<file path="src/hw/rtl/blr_queue.sv">
// Small first-in first-out queue with a registered storage array.
module blr_queue #(
  parameter int unsigned WIDTH = 32,
  parameter int unsigned DEPTH = 4
) (
  input  logic             clk_i,
  input  logic             rst_ni,
  input  logic             push_i,
  input  logic [WIDTH-1:0] push_data_i,
  output logic             push_ready_o,
  input  logic             pop_i,
  output logic             pop_valid_o,
  output logic [WIDTH-1:0] pop_data_o
);

  localparam int unsigned IW = (DEPTH > 1) ? $clog2(DEPTH) : 1;
  localparam int unsigned CW = $clog2(DEPTH + 1);

  logic [WIDTH-1:0] mem_q [DEPTH];
  logic [IW-1:0]    wr_ptr_q, wr_ptr_d;
  logic [IW-1:0]    rd_ptr_q, rd_ptr_d;
  logic [CW-1:0]    count_q, count_d;
  logic             do_push, do_pop;

  // Handshake and occupancy.
  assign push_ready_o = (count_q != CW'(DEPTH));
  assign pop_valid_o  = (count_q != '0);
  assign do_push      = push_i & push_ready_o;
  assign do_pop       = pop_i & pop_valid_o;
  assign pop_data_o   = mem_q[rd_ptr_q];

  // Pointer and count updates with wrap at the depth.
  always_comb begin
    wr_ptr_d = wr_ptr_q;
    rd_ptr_d = rd_ptr_q;
    if (do_push) begin
      wr_ptr_d = (wr_ptr_q == IW'(DEPTH - 1)) ? '0 : wr_ptr_q + 1'b1;
    end
    if (do_pop) begin
      rd_ptr_d = (rd_ptr_q == IW'(DEPTH - 1)) ? '0 : rd_ptr_q + 1'b1;
    end
    count_d = count_q + CW'(do_push) - CW'(do_pop);
  end

  always_ff @(posedge clk_i or negedge rst_ni) begin
    if (!rst_ni) begin
      wr_ptr_q <= '0;
      rd_ptr_q <= '0;
      count_q  <= '0;
    end else begin
      wr_ptr_q <= wr_ptr_d;
      rd_ptr_q <= rd_ptr_d;
      count_q  <= count_d;
    end
  end

  // Entry storage needs no reset.
  always_ff @(posedge clk_i) begin
    if (do_push) begin
      mem_q[wr_ptr_q] <= push_data_i;
    end
  end

endmodule

</file>
<file path="config.mk">
export PLATFORM = sky130hd
export DESIGN_NAME = blr_queue
export DESIGN_NICKNAME = d
export VERILOG_FILES = /design/src/hw/rtl/blr_queue.sv
export SDC_FILE = /design/constraint.sdc
export NUM_CORES = 1
export LEC_CHECK = 0
export BUFFER_PORTS_ARGS = -buffer_cell sky130_fd_sc_hd__buf_2
export CORE_AREA = 2 2 104 106
export DETAILED_ROUTE_END_ITERATION = 6
export DIE_AREA = 0 0 106 108
export PLACE_DENSITY = 0.73
export SYNTH_ARGS = -nofsm -noshare
export SYNTH_HDL_FRONTEND = slang
export SYNTH_SLANG_ARGS = --single-unit
</file>
<file path="constraint.sdc">
create_clock -name clk_i -period 2.1 [get_ports clk_i]
set_input_delay 0.21 -clock clk_i [delete_from_list [all_inputs] [get_ports clk_i]]
set_output_delay 0.21 -clock clk_i [all_outputs]
set_load 0.01 [all_outputs]
</file>
Word level (Yosys, flattened, before mapping):

Memory sizes are Yosys's and may differ from the RTL's.
Cells that the tools add are included.

* memories: 1
* output and inout bits: 34
* bits in registers: 7
* bits of input ports: 36
* RAM bits: 128
* logic and storage cells: 18

Memory list
* mem_q: depth 4, bits a word 32, rd ports 1, clocked after memory_dff 0, wr ports 1, line 19 `logic [WIDTH-1:0] mem_q [DEPTH];`

* add/subtract/negate cells: 4
* bitwise logic cells: 2
* eq/ne operators: 3
* muxes and demuxes: 4
* reduce and logical (&&, ||, !) cells: 1

Operators with widths (number)
* $add A2 B1 Y2 const B: 2
* $eq A2 B2 Y1 const B: 2
* $mux W2: 2
* $add A3 B1 Y3: 1
* $ne A3 B3 Y1 const B: 1
* $reduce_bool A3 Y1: 1
* $sub A3 B1 Y3: 1
* $and A1 B1 Y1: 2
* $mux W1: 2

Depth between registers and ports, before layout:

Gate-level depths: netlist (run 1).

* depth in word-level cells: 4
* mapped depth: 10
* mapped depth without buffers: 10

Worst setup path after synthesis (run 1):

OpenSTA, ideal clock, no wires.

* kind: reg-to-reg
* start: register count_q[1]
* end: register count_q[2]
* period minus slack after synthesis: 2.301 ns
* path slack: -0.201 ns
* library setup time: 0.123 ns
* required time: 1.977 ns
* buffers on the path: 0
* stages on the path, launching flop included: 11
* arrival: 2.179 ns
* cells stage by stage: dfrtp_1 -> or3_2 -> nand2_1 -> inv_1 -> ha_1 -> inv_1 -> ha_1 -> inv_1 -> fa_1 -> xnor2_1 -> xnor2_1

* elaborated cells on any way between the ends: 6
* classes of those cells: add/sub (2); eq/ne (1); bitwise (2); reduce/logical (1)

RTL lines
* start: declaration: line 22 `logic [CW-1:0] count_q, count_d;`
* start signal: assignment: line 53 `count_q <= count_d;`
* $reduce_bool A3 Y1: line 27 `assign pop_valid_o = (count_q != '0);`
* named net pop_valid_o: line 12 `output logic pop_valid_o,`
* $and A1 B1 Y1: line 29 `assign do_pop = pop_i & pop_valid_o;`
* named net do_pop: line 23 `logic do_push, do_pop;`
* $sub A3 B1 Y3: line 42 `count_d = count_q + CW'(do_push) - CW'(do_pop);`
* named net count_d[2]: line 22

The timed path passes the listed nets, and every way through them passes these cells.
A chain may end at the register's enable or synchronous reset.

Worst setup path in the final report (run 1):

* start: register count_q[0]
* end: register count_q[2]

* word-level cells in the longest chain between the ends: 4
* elaborated cells on any way between the ends: 6
* classes of those cells: add/sub (2); eq/ne (1); bitwise (2); reduce/logical (1)

RTL lines
* $ne A3 B3 Y1: line 26 `assign push_ready_o = (count_q != CW'(DEPTH));`
* $and A1 B1 Y1: line 28 `assign do_push = push_i & push_ready_o;`
* $add A3 B1 Y3: line 42
* $sub A3 B1 Y3 (*): line 42
* named net count_d[2]: line 22

Mark *: on every way through the listed nets, which the timed path passes. The rest lies on a longest branch.

==> metrics.txt, run 1 <==
period utilization=101%; post-route cell area=6770 sq um; failing checks=setup timing; clock share of power=30.6%; grt ovf=0; Critical Path RT=2.50 ns; die height=108 um; Max Slew Vio Count=0; io pins=70; Clock transition at path regs=0.06 ns; FP Rows=37; Die ar.=11400 sq um; Area Growth Syn to Fin=33.9%; clock sinks=135; vias in the first global route=2606; Syn Area/Cell=24.6 sq um; status=finished, violations left; Relative slew margins=41.0%; Synth Warn #=0; Initial DRT Pass Iterations=4; Via Count=2443; Final ANT Viol Nets=0; CTS Buffer Depth=2; syn nets=250; Reg2Reg Depth=10; total track usage=16.4%; chip width=106 um; pwr dens=1470 nW/um^2; leakage power=2.43 nW; internal power=7.24 mW; Worst EP arrival=2.53 ns; Final Critical Period=2.13 ns; DRC=0; max-cap violations=0; Final Net Count=374; DRT iter0 DRCs=112; Worst-Margin Slew=0.886 ns; Inserted Diodes=0; core footprint=10200 sq um; Final Util=66.2%; sequential power share=38.1%; Worst VDD drop=671 uV; routed len/inst=18.2 um; Crit path depth=10; CTS buffer count=17; pre-CTS setup slack=-0.0823 ns; most frequent cells in the layout=edfxtp_1 (128), buf_2 (53), dlygate4sd3_1 (33), mux4_2 (32), clkbuf_16 (18); H-tree levels=4; Setup Buffers After CTS=0; combinational share of power=31.3%; share of layout cells above drive strength 1=47.5%; kind of cell adding the most delay to the critical path=adder cells; Port Buf Inserts=69; initial antenna violation count=0; mapped cell area=5060 sq um; unrepaired setup endpoints after global routing=yes; Hold Crit Class=primary input to asynchronous set/reset pin; DR vias/cell=5.10; CP bufs+invs=3; maximum number of pins on one net before global-route repair=33; Final Hold Fails=0; Syn Inst Count=206; Layout Skew=0.00760 ns; gp weighted congestion=0.782; CTS root buf=clkbuf_8; DPL Wire Length=5.02 mm; clk_lat worst skew=0.52 ns; Synth Register Bits=135; Initial Util=49.4%; commonest non-fill, non-tap cell in the layout=edfxtp_1; synth unique cells=18; Worst Path Max Fanout=3; sw frac=27.4%; reported net switching power=2.72 mW; routed wire length=8.72 mm; Max Fclk=469 MHz; Pwr Total=9.96 mW; total negative slack=-0.0740 ns; Crit. End Element=flip-flop; CTS tree=built; worst path cell trace=or3b_4 -> and2_4 -> inv_2 -> ha_4 -> inv_4 -> ha_4 -> inv_2 -> fa_2 -> xnor2_2 -> xnor2_1; sequential area share after synthesis=79.5%; Critical Path Slowest Stage Cell=dfrtp_1; Worst path max stage delay=0.40 ns; dpl cell area=5640 sq um; first-pass GRT wire length=13.4 mm; Setup-failing EPs final=6; critical path class=flip-flop to flip-flop; setup ws final=-0.0314 ns; crit path launch type=flip-flop
sequential cells by signal, indices dropped and copies added (netlist names):
name      cells
mem_q       128
wr_ptr_q      2
count_q       3
rd_ptr_q      2
cell usage after synthesis, drive strengths merged:
cell type,n,share of area (%)
edfxtp,128,76
mux4,32,14
dfrtp,7,3.5
ha,7,1.7
inv,7,0.52
buf,6,0.74
and3,4,0.59
mux2,4,1.0
clkbuf,2,0.15
nor2,2,0.15
xnor2,2,0.35
and2,1,0.17
fa,1,0.40
nand2,1,0.074
or3,1,0.15
or3b,1,0.22
metrics by stage:
stage,std cells,hold WS (ns)
final,479,0.0556
after floorplan,206,-0.0856
after CTS,477,0.0455
after global placement,412,0.0595
after detailed placement,412,0.0607
after global routing,479,0.0664
what timing repair did:
| item | in CTS | in global routing |
|---|---|---|
| endpoints found under the setup margin | 1 | 11 |
| gates cloned | 0 | 2 |
| pin swaps | 2 | 0 |
| hold buffers | 33 | 0 |
| resized for setup | 1 | 23 |
| endpoints found under the hold margin | 135 | 0 |
cell families (layout without fill, tap and decap cells):
logic type    Yosys count  count (layout)  synth area share (%)
xor+xnor                2               2                 0.346
fa+ha+maj               8               8                  2.13
mux                    36              36                  15.3
flops                 135             135                  79.5
buf+inv                15             152                  1.41
simple gates           10              10                  1.36
power by group through the flow:
| stage | combinational, mW | clock, mW | sequential, mW |
|---|---|---|---|
| final | 3.12 | 3.05 | 3.80 |
| after global routing | 3.37 | 3.22 | 3.85 |
| after CTS | 2.77 | 3.08 | 3.79 |
| after detailed placement | 2.70 | 0 | 3.84 |
| after global placement | 2.65 | 0 | 3.79 |
| after floorplan | 1.76 | 0 | 3.73 |
routing by layer:
layer | wire length, um | GRT usage [%]
met4 | 101 | 5.83
met2 | 4590 | 27.6
met1 | 3670 | 20.4
met3 | 364 | 4.82
met5 | 0 | 0
final timing paths:
check	to	slack [ns]	startpoint
max	count_q[2]	-0.03	count_q[0]
min	wr_ptr_q[1]	0.06	rst_ni
max reg2reg	count_q[2]	-0.03	count_q[0]
min reg2reg	count_q[2]	0.59	count_q[2]
max in group asynchronous	rd_ptr_q[0]	1.86	rst_ni
min in group clk_i	rd_ptr_q[1]	0.15	pop_i
cell type report:
| cell class | count | area (sq um) |
|---|---|---|
| Fill cell | 684 | 3460 |
| Tap cell | 136 | 170 |
| Clock buffer | 18 | 418 |
| Inverter | 7 | 28.8 |
| Sequential cell | 135 | 4020 |
| Multi-Input combinational cell | 56 | 1010 |
| Clock inverter | 14 | 196 |
| Timing Repair Buffer | 113 | 931 |
Power figures use the tool's default switching activity.
==> inputs of run 2 (changes only) <==
--- a/config.mk
+++ b/config.mk
@@ -10,6 +10,7 @@
 export DETAILED_ROUTE_END_ITERATION = 6
 export DIE_AREA = 0 0 106 108
 export PLACE_DENSITY = 0.73
+export REMOVE_ABC_BUFFERS = 1
 export SYNTH_ARGS = -nofsm -noshare
 export SYNTH_HDL_FRONTEND = slang
 export SYNTH_SLANG_ARGS = --single-unit
==> metrics.txt, run 2 (synthesized netlist as in run 1, its figures left out) <==
CTS tree=built; Crit. End Element=flip-flop; commonest non-fill, non-tap cell in the layout=edfxtp_1; clk_lat worst skew=0.50 ns (-0.02 ns); Most flops, register=mem_q; grt ovf=0 (unchanged); Hold Crit Class=primary input to asynchronous set/reset pin; Clock transition at path regs=0.06 ns (about the same); Port Buf Inserts=69 (unchanged); GR Layer Usage met3=4.88% (+0.060 points); Die ar.=11400 sq um (unchanged); CTS buffer count=17 (unchanged); die height=108 um (unchanged); most frequent cells in the layout=edfxtp_1 (128), buf_2 (52), dlygate4sd3_1 (33), mux4_2 (32); Worst EP arrival=2.50 ns (-0.03 ns); DRC=0 (unchanged); FF-to-FF setup slack=-0.01 ns (+0.02 ns); DRT iter0 DRCs=159 (+42%); chip width=106 um (unchanged); io pins=70 (unchanged); Pwr Total=10.2 mW (+2.1%); Hold Slack=0.0720 ns (+0.0164 ns); DR vias/cell=5.14 (+0.86%); R2R Path End=count_q[2]; period utilization=100% (-1.0 points); Initial DRT Pass Iterations=4 (unchanged); status=finished, violations left; Worst Path Max Fanout=3 (unchanged); Critical Path RT=2.49 ns (about the same); total track usage=16.6% (+0.29 points); Final Hold Fails=0 (unchanged); Inserted Diodes=0 (unchanged); non-filler cells, final=486 (+1.5%); CTS Buffer Depth=2 (unchanged); Reg2Reg Depth=10 (unchanged); Layout Skew=0.00588 ns (-0.00172 ns); leakage power=2.48 nW (+2.0%); maximum number of pins on one net before global-route repair=33 (unchanged); setup ws final=-0.0102 ns (+0.0211 ns); crit path launch type=flip-flop; Final ANT Viol Nets=0 (unchanged); met2 GRT Util=26.8% (-0.88 points); CTS root buf=clkbuf_8; most used routing layer=met2; initial antenna violation count=0 (unchanged); Area Growth Syn to Fin=35.8%; gp weighted congestion=0.728 (-6.9%); Relative slew margins=41.5% (+0.52 points); max FFs per register=128 (unchanged); pre-CTS setup slack=-0.176 ns (-0.0933 ns); pwr dens=1480 nW/um^2 (+0.66%); met1 GRT Util=21.7% (+1.3 points); share of layout cells above drive strength 1=49.1% (+1.6 points); core footprint=10200 sq um (unchanged); Final Util=67.1% (+0.93 points); H-tree levels=4 (unchanged); failing checks=setup timing; Worst-Margin Slew=0.878 ns (-0.00787 ns); critical path class=flip-flop to flip-flop; max-cap violations=0 (unchanged); RR Startpoint=count_q[1]; Max Slew Vio Count=0 (unchanged); vias in the first global route=2613 (+0.27%); Setup-failing EPs final=1 (-5); Regs by FF count=mem_q x128, count_q x3; unrepaired setup endpoints after global routing=yes; Worst VDD drop=903 uV (+35%); first-pass GRT wire length=13.6 mm (+1.5%); Initial Util=49.4% (unchanged); clock sinks=135 (unchanged); Via Count=2500 (+2.3%); Post-Place Cells=412 (unchanged); Max Fclk=474 MHz (+1.0%); routed len/inst=18.4 um (+1.3%); routed wire length=8.96 mm (+2.8%); DPL Wire Length=4.85 mm (-3.4%); Final Net Count=381 (+1.9%); Fillers=669 (-2.2%); Final Critical Period=2.11 ns (-0.0211 ns); FP Rows=37 (unchanged)
-- run 2: cell types whose count changed in the layout (fill, tap and decap cells not counted), sizes merged --
cell / previous run / this run
clkbuf: 20 / 19
clkinvlp: 2 / 3
buf: 78 / 85
-- run 2: worst max-delay path by stage --
stage                start       endpoint  cells past startpoint
2_1_floorplan  rd_ptr_q[0]  pop_data_o[0]                      1
3_5_place_dp    count_q[2]     count_q[2]                     10
5_1_grt         count_q[1]     count_q[2]                     10
4_1_cts         count_q[0]     count_q[2]                     10
3_3_place_gp    count_q[2]     count_q[2]                     10
6_report        count_q[1]     count_q[2]                     10
-- run 2: power breakdown --
part / switching, mW / internal (mW) / total [mW] / leakage [nW]
Clock: 1.11 / 1.94 / 3.04 / 0.293
Sequential: 0.176 / 3.59 / 3.76 / 1.25
Combinational: 1.49 / 1.87 / 3.36 / 0.936
-- run 2: per-layer routing --
layer | vias to the layer above | share of wire (%)
li1 | 1131 | -
met1 | 1285 | 43
met2 | 78 | 51
met3 | 6 | 4.5
met4 | 0 | 0.95
met5 | - | 0
-- run 2: area by class of cell --
cell class / instances / area (sq um) / area share [%]
Sequential cell: 135 / 4020 / 58.6
Timing Repair Buffer: 120 / 1030 / 14.9
Multi-Input combinational cell: 56 / 1010 / 14.7
Clock buffer: 17 / 414 / 6.03
Clock inverter: 15 / 200 / 2.92
Tap cell: 136 / 170 / 2.48
Inverter: 7 / 26.3 / 0.383
-- run 2: stage by stage --
step | setup TNS, ns | cell area, sq um
2_1_floorplan | -7.42 | 5010
3_3_place_gp | -0.110 | 5640
3_5_place_dp | -0.206 | 5640
4_1_cts | -0.0872 | 6710
5_1_grt | -0.262 | 6870
6_report | -0.0102 | 6870
-- run 2: worst max-delay path, stage by stage (launching register included) --
cell,delay (ns)
dfrtp_1,0.40
or3b_4,0.40
and2_4,0.15
inv_2,0.06
ha_4,0.19
inv_2,0.06
ha_4,0.12
inv_2,0.03
fa_2,0.34
xnor2_2,0.14
xnor2_1,0.12
-- run 2: timing repair --
item                                    CTS  global route
hold buffers                             33             0
pin swaps                                 7             5
gates cloned                              1             2
buffers inserted                          6             0
hold endpoints to repair                135             0
endpoints found under the setup margin   30            29
gates resized for setup                  12            19
