`config.mk`:
```
export PLATFORM = sky130hd
export DESIGN_NAME = blr_front
export DESIGN_NICKNAME = d
export VERILOG_FILES = /design/src/hw/rtl/blr_pkg.sv /design/src/hw/rtl/blr_front.sv
export SDC_FILE = /design/constraint.sdc
export NUM_CORES = 1
export LEC_CHECK = 0
export ABC_AREA = 1
export BUFFER_PORTS_ARGS = -buffer_cell sky130_fd_sc_hd__buf_2
export CORE_ASPECT_RATIO = 1.2
export CORE_MARGIN = 5
export CORE_UTILIZATION = 60
export CTS_CLUSTER_DIAMETER = 80
export DETAILED_ROUTE_END_ITERATION = 7
export PLACE_DENSITY = 0.77
export SYNTH_ARGS = -nofsm -noshare
export SYNTH_HDL_FRONTEND = slang
export SYNTH_SLANG_ARGS = --single-unit
```
`constraint.sdc`:
```
create_clock -name clk_i -period 10.1 [get_ports clk_i]
set_input_delay 2.02 -clock clk_i [delete_from_list [all_inputs] [get_ports clk_i]]
set_output_delay 2.02 -clock clk_i [all_outputs]
set_load 0.005 [all_outputs]
```
`src/hw/rtl/blr_pkg.sv`:
```
// Shared types, constants and codes of the bilinear RGBA8 resampler.
package blr_pkg;

  // Field widths fixed by the interface.
  localparam int unsigned SRC_W    = 9;
  localparam int unsigned STEP_W   = 24;
  localparam int unsigned DEST_W   = 10;
  localparam int unsigned ADDR_W   = 16;
  localparam int unsigned PIXEL_W  = 32;
  localparam int unsigned CHAN_W   = 8;
  localparam int unsigned NUM_CHAN = PIXEL_W / CHAN_W;
  localparam int unsigned CFG_W    = 24;
  localparam int unsigned CFG_IDX_W = 2;

  // Image store depth and fixed-point format.
  localparam int unsigned MAX_SOURCE_PIXELS = 65536;
  localparam int unsigned MAX_DEST_DIM      = 1024;
  localparam int unsigned FRACTION_BITS     = 16;

  // Default queue depths.
  localparam int unsigned CMD_QUEUE_DEPTH = 4;
  localparam int unsigned RES_QUEUE_DEPTH = 4;

  // Register reset values.
  localparam logic [SRC_W-1:0]  SOURCE_WIDTH_RST = SRC_W'(256);
  localparam logic [STEP_W-1:0] STEP_RST         = STEP_W'(65536);

  // Item opcodes.
  typedef enum logic {
    OP_LOAD   = 1'b0,
    OP_SAMPLE = 1'b1
  } opcode_e;

  // Configuration register indexes.
  typedef enum logic [CFG_IDX_W-1:0] {
    CFG_SOURCE_WIDTH = 2'd0,
    CFG_STEP_X       = 2'd1,
    CFG_STEP_Y       = 2'd2
  } cfg_idx_e;

  // Configuration register set.
  typedef struct packed {
    logic [SRC_W-1:0]  source_width;
    logic [STEP_W-1:0] step_x;
    logic [STEP_W-1:0] step_y;
  } cfg_t;

  // Command handed from the front end to the back end.
  typedef struct packed {
    logic                     is_sample;
    logic [ADDR_W-1:0]        addr;
    logic [ADDR_W-1:0]        addr_c;
    logic [PIXEL_W-1:0]       pixel;
    logic [FRACTION_BITS-1:0] frac_x;
    logic [FRACTION_BITS-1:0] frac_y;
  } cmd_t;

endpackage

```
`src/hw/rtl/blr_front.sv`:
```
// Front end: accepts items, scales sample coordinates and forms store addresses.
module blr_front import blr_pkg::*; (
  input  logic                clk_i,
  input  logic                rst_ni,
  input  cfg_t                cfg_i,
  input  logic                in_valid_i,
  output logic                in_ready_o,
  input  logic                opcode_i,
  input  logic [ADDR_W-1:0]   load_address_i,
  input  logic [PIXEL_W-1:0]  load_pixel_i,
  input  logic [DEST_W-1:0]   dest_column_i,
  input  logic [DEST_W-1:0]   dest_row_i,
  output logic                cmd_push_o,
  output cmd_t                cmd_o,
  input  logic                cmd_ready_i
);

  // Width of a scaled coordinate in fixed point.
  localparam int unsigned PW = STEP_W + DEST_W;
  localparam int unsigned MW = ADDR_W + SRC_W;

  logic               s1_vld_q, s1_vld_d;
  logic               s1_en, accept;
  logic               s1_sample_q;
  logic [ADDR_W-1:0]  s1_addr_q;
  logic [PIXEL_W-1:0] s1_pixel_q;
  logic [PW-1:0]      s1_px_q, s1_py_q;
  logic [PW-1:0]      xi_full, yi_full;
  logic [MW-1:0]      row_prod;
  logic [ADDR_W-1:0]  row_base, xi, sw_ext;

  // The stage takes a new item when empty or when its item moves on.
  assign s1_en      = ~s1_vld_q | cmd_ready_i;
  assign in_ready_o = s1_en;
  assign accept     = in_valid_i & s1_en;
  assign s1_vld_d   = s1_en ? in_valid_i : s1_vld_q;

  always_ff @(posedge clk_i or negedge rst_ni) begin
    if (!rst_ni) begin
      s1_vld_q <= 1'b0;
    end else begin
      s1_vld_q <= s1_vld_d;
    end
  end

  // Capture the item and scale the destination position by the steps.
  always_ff @(posedge clk_i) begin
    if (accept) begin
      s1_sample_q <= (opcode_i == OP_SAMPLE);
      s1_addr_q   <= load_address_i;
      s1_pixel_q  <= load_pixel_i;
      s1_px_q     <= PW'(cfg_i.step_x) * PW'(dest_column_i);
      s1_py_q     <= PW'(cfg_i.step_y) * PW'(dest_row_i);
    end
  end

  // Integer parts select the top-left neighbor; addresses wrap at the store size.
  always_comb begin
    xi_full  = s1_px_q >> FRACTION_BITS;
    yi_full  = s1_py_q >> FRACTION_BITS;
    xi       = xi_full[ADDR_W-1:0];
    sw_ext   = ADDR_W'(cfg_i.source_width);
    row_prod = MW'(yi_full[ADDR_W-1:0]) * MW'(cfg_i.source_width);
    row_base = row_prod[ADDR_W-1:0];
  end

  // Build the command for the back end.
  always_comb begin
    cmd_o.is_sample = s1_sample_q;
    cmd_o.pixel     = s1_pixel_q;
    cmd_o.frac_x    = s1_px_q[FRACTION_BITS-1:0];
    cmd_o.frac_y    = s1_py_q[FRACTION_BITS-1:0];
    if (s1_sample_q) begin
      cmd_o.addr = row_base + xi;
    end else begin
      cmd_o.addr = s1_addr_q;
    end
    cmd_o.addr_c = row_base + xi + sw_ext;
  end

  assign cmd_push_o = s1_vld_q;

endmodule

```
Word level (Yosys, flattened, before mapping) --
Index checks and enable logic that the tools add are counted.
Cells by class: bitwise logic cells 3, mux-type cells 1, multiply operators 3, $add $sub $neg 2
Operators by type and width (number):
- multiplier 24 x 10 -> 32 bit | 2
- adder 16 bit | 1
- adder 16 x 9 -> 16 bit | 1
- multiplier 16 x 9 -> 16 bit | 1
- 2-to-1 mux 16 bit | 1
- bitwise AND 1 bit | 1
- inverter 1 bit | 1
- OR 1 bit | 1
Word-level totals: output and inout port bits 99, logic and storage cells 15, input bits 130, flip-flop bits (word level) 114

Logic depth before layout (Yosys ltp) --
Gate-level depths: netlist of the first run.
depth after elaboration 3, gate-level depth with buffers 32, gate-level depth less buffers 30

Worst setup path before layout of the first run --
OpenSTA, ideal clock, no wires.
path type input port to output port, start input port cfg_i[48] (netlist name), end output port cmd_o[79] (netlist name), stages 32, arrival time 7.334 ns, data required time 8.080 ns, buffers on the path 2, path slack 0.746 ns, path through buf_2 -> clkbuf_1 -> nand2_1 -> fa_1 -> inv_1 -> fa_1 -> inv_1 -> fa_1 -> inv_1 -> fa_1 -> inv_1 -> fa_1 -> inv_1 -> ha_1 -> nand2_2 -> inv_1 -> nand2_1 -> nand2_1 -> a21oi_1 -> xnor2_1 -> ha_1 -> nand2_1 -> nor2_1 -> nand3_1 -> nand3_1 -> nand3_2 -> nor2_4 -> nand3_2 -> nor2_2 -> nand2_1 -> nand2_1 -> nand2_1
RTL lines:
- start: declaration | line blr_front.sv:5 | input cfg_t cfg_i,
- end: declaration | line blr_front.sv:14 | output cmd_t cmd_o,

==> run metrics, run 1 <==
total buffers and inverters traversed by the critical path=8; Synth Area in Compound Gates=0.0378; top layer reached by signal wires=met4; htree depth=4; top cells by area, synth=sky130_fd_sc_hd__fa_1 (35%), sky130_fd_sc_hd__inv_1 (15%), sky130_fd_sc_hd__edfxtp_1 (14%); Port Buf Inserts=228; commonest cells in the netlist=sky130_fd_sc_hd__inv_1 (930), sky130_fd_sc_hd__nand2_1 (865), sky130_fd_sc_hd__fa_1 (425); run status=complete, no violations; prevailing post-synth register cell=sky130_fd_sc_hd__edfxtp_1; total DRC errors in the routed layout=0; antenna viol nets, final=0; CTS tree=yes; part of the cycle the worst path needs=0.946; Via Count=just under 20000; Clk pin slew, worst setup/hold paths=~60 ps; GRT overflow=0; Post-Synth Simple-Gate Area=0.176; critical path peak fanout=15; count of state elements after synthesis=between 100 and 150; adder-cell share of the synthesized area=0.438; Clock Latency Late Sink=about 410 ps; post-cts repair resize count=0; met1 wire length=around 24 mm; number of nets at the end of the flow=3900; half-perimeter wire length after detailed placement=roughly 49 mm; area taken by flip-flops and latches=approximately 3400 um2; FILL cells=approximately 3400; data required time of the critical path=about 8100 ps; buffer levels on the longest clock path=2; Netlist Area Pre-Place=about 24000 um2; yosys warns=0; main combinational cell family by area after synthesis=adder cells; wire length of the first global-routing pass=between 90 and 100 mm; via count of the first global-routing pass=around 20000; crit-path max cell delay=roughly 550 ps; number of hold buffers added after CTS=0; clock root buffer=sky130_fd_sc_hd__clkbuf_16; fmax=about 0.10 GHz; count of final max-slew check failures=0; Placer Congestion=between 0.9 and 1; horizontal die dimension=193 um; total CTS buffers=17; number of instances in the synthesized netlist=~3100; area growth from synthesis to layout=7.30%; count of endpoints failing setup in the final report=0; # clock sinks=114; number of placement rows=80; initial antenna violation count=2; post-DR wirelength/cell=~16 um; category of the critical setup timing path=in -> out; Core Area=around 40000 um2; multiplexer fraction of the synthesized cell area=0; GRT Total Usage=0.280; Post-Synthesis Mean Instance Area=7.80 um2; detailed route wirelength on metal2=~30 mm; setup repair after global routing missed its margin=false; actual transition at the worst max-transition pin=between 800 and 900 ps; cell occurring most often along the worst timing path=sky130_fd_sc_hd__nand2_1; Mapped Nets=3793; clock skew after layout=approximately 14 ps; starting utilization of the core area=0.606; number of design-rule violations left by the first detailed-router iteration=1391; cell type contributing the most total cell area after synthesis=sky130_fd_sc_hd__fa_1; max-slew headroom at the worst pin=0.406; type of the tightest min-delay check=reg -> reg; number of enable-type register cells in the synthesized netlist=between 100 and 150; maximum number of pins on one net before global-route repair=74; sequential-to-total area share from yosys stat=0.142; Max Cap Violations=0; data arrival at the endpoint of the critical path=~7500 ps; ratio of routed vias to standard cells=about 5.1; die span in y=between 200 and 250 um; final WL=approximately 60 mm; multi-input logic area=16400 um2; distinct cell type count of the synthesized netlist=between 40 and 50; post-route minimum period=about 9600 ps; metal3 WL=4.49 mm; setup TNS=0 ps; total die area=~44000 um2; share of cells above drive strength 1=0.0979; type of element launching the critical path=primary input; critical path's slowest cell=sky130_fd_sc_hd__fa_1; XOR/XNOR share of the synthesized area=0.0310; final hold violation count=0; setup bufs post-CTS=0; category of cells accounting for the largest share of critical-path delay=adder cells; Pre-Repair DR Iteration Count=6; cell with the most instances after synthesis=sky130_fd_sc_hd__inv_1; endpoint type of the worst setup path=output port; I/O pin count=about 230; share of Yosys cell area claimed by the top area cell type=0.354; share of flip-flops with an asynchronous set or reset=0.00877
[kinds of logic after synthesis]
| group | after synthesis |
|---|---|
| buf+inv | 1083 |
| simple gates | 1053 |
| fa+ha+maj | 585 |
| compound gates | 158 |
| flops | 114 |
| xor+xnor | 85 |
[tightest hold or removal path, delay by kind of cell (launching register included)]
family / cells / cell delay [ps]
flip-flops: 1 / 420
AND/OR/NAND/NOR: 2 / 160
[final cells by class]
type | instances | area share
repair buffers | 233 | 0.0457
clock inverters | 14 | 0.00563
well taps | 533 | 0.0259
multi-input cells | 1881 | 0.637
inverters | 938 | 0.137
clock buffers | 18 | 0.0167
diodes | 2 | 0.000194
flip-flops and latches | 114 | 0.133
[layer usage]
metal	GRT usage	vias up
met5	0	-
met4	0.0778	0
met3	0.0340	116
met2	0.467	750
met1	0.388	9384
li1	-	8970
[placed cells by master (no fill, tap or decap), types with 11 or more instances in the layout]
cell type / n
sky130_fd_sc_hd__inv_1: 930
sky130_fd_sc_hd__nand2_1: 865
sky130_fd_sc_hd__fa_1: 425
sky130_fd_sc_hd__buf_2: 228
sky130_fd_sc_hd__ha_1: 160
sky130_fd_sc_hd__edfxtp_1: 113
sky130_fd_sc_hd__a21oi_1: 76
sky130_fd_sc_hd__nor2_1: 68
sky130_fd_sc_hd__nand3_1: 62
sky130_fd_sc_hd__xor2_1: 58
sky130_fd_sc_hd__o21ai_0: 40
sky130_fd_sc_hd__xnor2_1: 27
sky130_fd_sc_hd__clkbuf_16: 17
sky130_fd_sc_hd__nand2_2: 11
sky130_fd_sc_hd__nor3_1: 11
sky130_fd_sc_hd__nand4_1: 11
[flip-flops by register name, indices dropped and copies added, names as in the netlist]
register and count:
s1_sample_q 1, s1_py_q 32, s1_px_q 32, cmd_push_o 1
s1_addr_q 16, s1_pixel_q 32
[path summary, 6_finish.rpt]
path,slack (ps),start,depth (start not counted),end
hold / removal,610,cmd_push_o$_DFFE_PN0N_,2,cmd_push_o$_DFFE_PN0N_
setup reg to reg,7570,cmd_push_o$_DFFE_PN0N_,3,s1_py_q[23]$_DFFE_PP_
max in group asynchronous,8650,rst_ni,1,cmd_push_o$_DFFE_PN0N_
min in group asynchronous,1370,rst_ni,1,cmd_push_o$_DFFE_PN0N_
setup / recovery,540,cfg_i[51],32,cmd_o[79]
hold reg to reg,610,cmd_push_o$_DFFE_PN0N_,2,cmd_push_o$_DFFE_PN0N_
[through the flow]
| step | worst slack [ps] | util | hold WS, ps | cell area [um2] | instances |
|---|---|---|---|---|---|
| after floorplan | 746 | - | 528 | 24000 | 3078 |
| after global placement | 649 | 0.636 | 556 | 25200 | 3699 |
| after detailed placement | 557 | 0.636 | 593 | 25200 | 3699 |
| after CTS | 535 | 0.650 | 609 | 25800 | 3731 |
| after global routing | 136 | 0.650 | 643 | 25800 | 3733 |
| final | 543 | 0.650 | 608 | 25800 | 3733 |
Power of run 1 is not shown: default switching activity piles up to over one toggle a cycle in this logic, so the estimate is an artifact.
==> run 2, diff against run 1 <==
ABC_AREA = not set   (was 1)
==> run 2 against run 1 <==
  * Critical path depth shrank 8
  * Core utilization increased by 0.75 points
  * Global-route usage decreased by 2.1 points
  * Register-to-register slack improved by 260 ps
  * Critical endpoint unchanged
  * Sequential share of layout area is 0.78 points higher
  * Cell area down 5.6%
  * Worst setup slack improved by 45 ps
  * Wire length fell by 13%
==> run metrics, run 2 <==
Clk pin slew, worst setup/hold paths=50 ps (about the same); sequential-to-total area share from yosys stat=0.151 (+0.00906); prevailing post-synth register cell=sky130_fd_sc_hd__edfxtp_1; part of the cycle the worst path needs=0.942 (-0.00449); setup repair after global routing missed its margin=false; XOR/XNOR share of the synthesized area=0.0388 (+0.00779); Core Area=37000 um2 (-6.7%); leading registers by flop count=s1_pixel_q: 32 flops, s1_px_q: 32 flops, s1_py_q: 32 flops; Placer Congestion=0.885 (-6.5%); post-route minimum period=9510 ps (-45.3 ps); Clock Latency Late Sink=420 ps (about the same); total DRC errors in the routed layout=0 (unchanged); area growth from synthesis to layout=7.75%; count of state elements after synthesis=114 (unchanged); distinct cell type count of the synthesized netlist=61 (+36%); total die area=41600 um2 (-5.7%); data required time of the critical path=8080 ps (about the same); die span in y=223 um (-2.9%); worst hold margin=549 ps (-58.8 ps); buffer levels on the longest clock path=2 (unchanged); half-perimeter wire length after detailed placement=41.4 mm (-16%); type of the tightest min-delay check=reg -> reg; Post-Synthesis Mean Instance Area=9.39 um2 (+20%); clock skew after layout=17.1 ps (+2.78 ps); number of instances in the synthesized netlist=2405 (-22%); clock root buffer=sky130_fd_sc_hd__clkbuf_16; number of placement rows=77 (-3.8%); r2r startpoint=cmd_push_o$_DFFE_PN0N_; commonest cells in the netlist=sky130_fd_sc_hd__inv_1 (526), sky130_fd_sc_hd__fa_1 (425), sky130_fd_sc_hd__nand2_1 (313); GRT overflow=0 (unchanged); CP cell instances=buf_2 > nand2_1 > fa_1 > inv_1 > fa_1 > inv_1 > fa_1 > inv_1 > fa_1 > inv_1 > fa_1 > inv_1 > ha_1 > o21ai_0 > nor2_1 > nor2_1 > xnor2_1 > ha_1 > nand2_1 > o41a_1 > nor2_1 > nand4_1 > xnor2_1 > buf_2; GR Util met1=0.318 (-0.0703); multiplexer fraction of the synthesized cell area=0.00925 (+0.00925); grt met2 use=0.476 (+0.00875); share of flip-flops with an asynchronous set or reset=0.00877 (unchanged); Post-Synth Simple-Gate Area=0.163 (-0.0128); GRT Total Usage=0.259 (-0.0207); wire length of the first global-routing pass=89.0 mm (-11%); post-DR wirelength/cell=17.2 um (+7.5%); starting utilization of the core area=0.610 (+0.00442); number of hold buffers added after CTS=0 (unchanged); Netlist Area Pre-Place=22600 um2 (-6.0%); n_diodes=0 (-2); crit-path max cell delay=560 ps (about the same); final core area utilization=0.658 (+0.00751); fmax=0.105 GHz (+0.48%); adder-cell share of the synthesized area=0.465 (+0.0279); yosys warns=0 (unchanged); ratio of routed vias to standard cells=5.51 (+7.0%); via count of the first global-routing pass=18500 (-8.8%); max-slew headroom at the worst pin=0.453 (+0.0467); htree depth=4 (unchanged); maximum number of pins on one net before global-route repair=63 (-15%); number of enable-type register cells in the synthesized netlist=113 (unchanged); source of the critical timing path=cfg_i[48]; Port Buf Inserts=228 (unchanged); run status=complete, no violations; top cells by area, synth=sky130_fd_sc_hd__fa_1 (38%), sky130_fd_sc_hd__edfxtp_1 (15%), sky130_fd_sc_hd__ha_1 (8.9%); CTS tree=yes; number of design-rule violations left by the first detailed-router iteration=830 (-40%); Hold Crit Start=cmd_push_o$_DFFE_PN0N_; post-cts repair resize count=0 (unchanged); # clock sinks=114 (unchanged); Pre-Repair DR Iteration Count=5 (-1); count of endpoints failing setup in the final report=0 (unchanged); most common cell after layout, fill and taps aside=sky130_fd_sc_hd__inv_1; critical path's slowest cell=sky130_fd_sc_hd__fa_1; data arrival at the endpoint of the critical path=7490 ps (-50 ps); category of the critical setup timing path=in -> out; final hold violation count=0 (unchanged); initial antenna violation count=0 (-2); main combinational cell family by area after synthesis=adder cells; actual transition at the worst max-transition pin=821 ps (-70.1 ps); share of cells above drive strength 1=0.111 (+0.0135); setup bufs post-CTS=0 (unchanged); final WL=52.1 mm (-13%); setup TNS=0 ps (unchanged); horizontal die dimension=187 um (-2.9%); leading cell types in the layout, fill and taps excluded=sky130_fd_sc_hd__inv_1 (526), sky130_fd_sc_hd__fa_1 (425), sky130_fd_sc_hd__nand2_1 (313), sky130_fd_sc_hd__and2_1 (303), sky130_fd_sc_hd__buf_2 (228); type of element launching the critical path=primary input; cell type contributing the most total cell area after synthesis=sky130_fd_sc_hd__fa_1; cell with the most instances after synthesis=sky130_fd_sc_hd__inv_1; Via Count=16700 (-13%); share of Yosys cell area claimed by the top area cell type=0.377 (+0.0226); gr busiest metal=met2; endpoint type of the worst setup path=output port; met3 GRT Util=0.0309 (-0.00304); Synth Area in Compound Gates=0.0593 (+0.0215); count of final max-slew check failures=0 (unchanged); total CTS buffers=17 (unchanged); Mapped Nets=3120 (-18%); I/O pin count=229 (unchanged); critical path peak fanout=17 (+2); Max Cap Violations=0 (unchanged); antenna viol nets, final=0 (unchanged); number of nets at the end of the flow=3251 (-17%)
-- run 2: cell types whose count changed in the layout (fill, tap and decap cells not counted), sizes merged, moves of 15 or more --
cell,before,now
xor2,58,19
nand3,66,14
a21oi,83,66
inv,946,527
mux2,0,15
nor2,74,53
a21o,4,24
xnor2,27,81
nand2,878,313
and2,1,304
-- run 2: area by class of cell --
| type | instances | area [um2] |
|---|---|---|
| Clock buffer | 18 | 429 |
| Clock inverter | 14 | 140 |
| Fill cell | 3013 | 12700 |
| Inverter | 526 | 1970 |
| Multi-Input combinational cell | 1648 | 16600 |
| Sequential cell | 114 | 3420 |
| Tap cell | 474 | 593 |
| Timing Repair Buffer | 229 | 1150 |
-- run 2: metrics by stage --
step                      cells  instance area, um2  worst slack [ps]
final                      3023               24300               588
after global routing       3023               24300               292
after CTS                  3023               24300               596
after detailed placement   2991               23800               615
after global placement     2991               23800               718
after floorplan            2405               22600              1160
-- run 2: per-layer routing --
metal | up-vias | wire (um)
met1 | 8393 | 20000
met5 | - | 0
met4 | 0 | 1480
met3 | 100 | 3220
li1 | 7514 | -
met2 | 649 | 27400
-- run 2: final timing paths --
path / end / slack (ps) / cells after the start
setup / recovery: cmd_o[79] / 590 / 24
max in group asynchronous: cmd_push_o$_DFFE_PN0N_ / 8650 / 1
hold reg to reg: cmd_push_o$_DFFE_PN0N_ / 550 / 2
min in group asynchronous: cmd_push_o$_DFFE_PN0N_ / 1360 / 1
hold / removal: cmd_push_o$_DFFE_PN0N_ / 550 / 2
setup reg to reg: s1_py_q[31]$_DFFE_PP_ / 7830 / 3
-- run 2: logic make-up (layout without fill, tap and decap cells) --
logic type | Yosys count | after routing
flops | 114 | 114
simple gates | 742 | 742
mux | 19 | 19
compound gates | 202 | 202
xor+xnor | 100 | 100
fa+ha+maj | 585 | 585
buf+inv | 643 | 787
-- run 2: critical path: cells and delay by family --
family	cells	cell delay, ps
AOI/OAI and AO/OA	2	470
xor gates and xnor gates	2	350
adders and majority gates	7	3190
buffers and inverters	7	670
and+or+nand+nor	6	780
Power of run 2 is left out for the same reason.
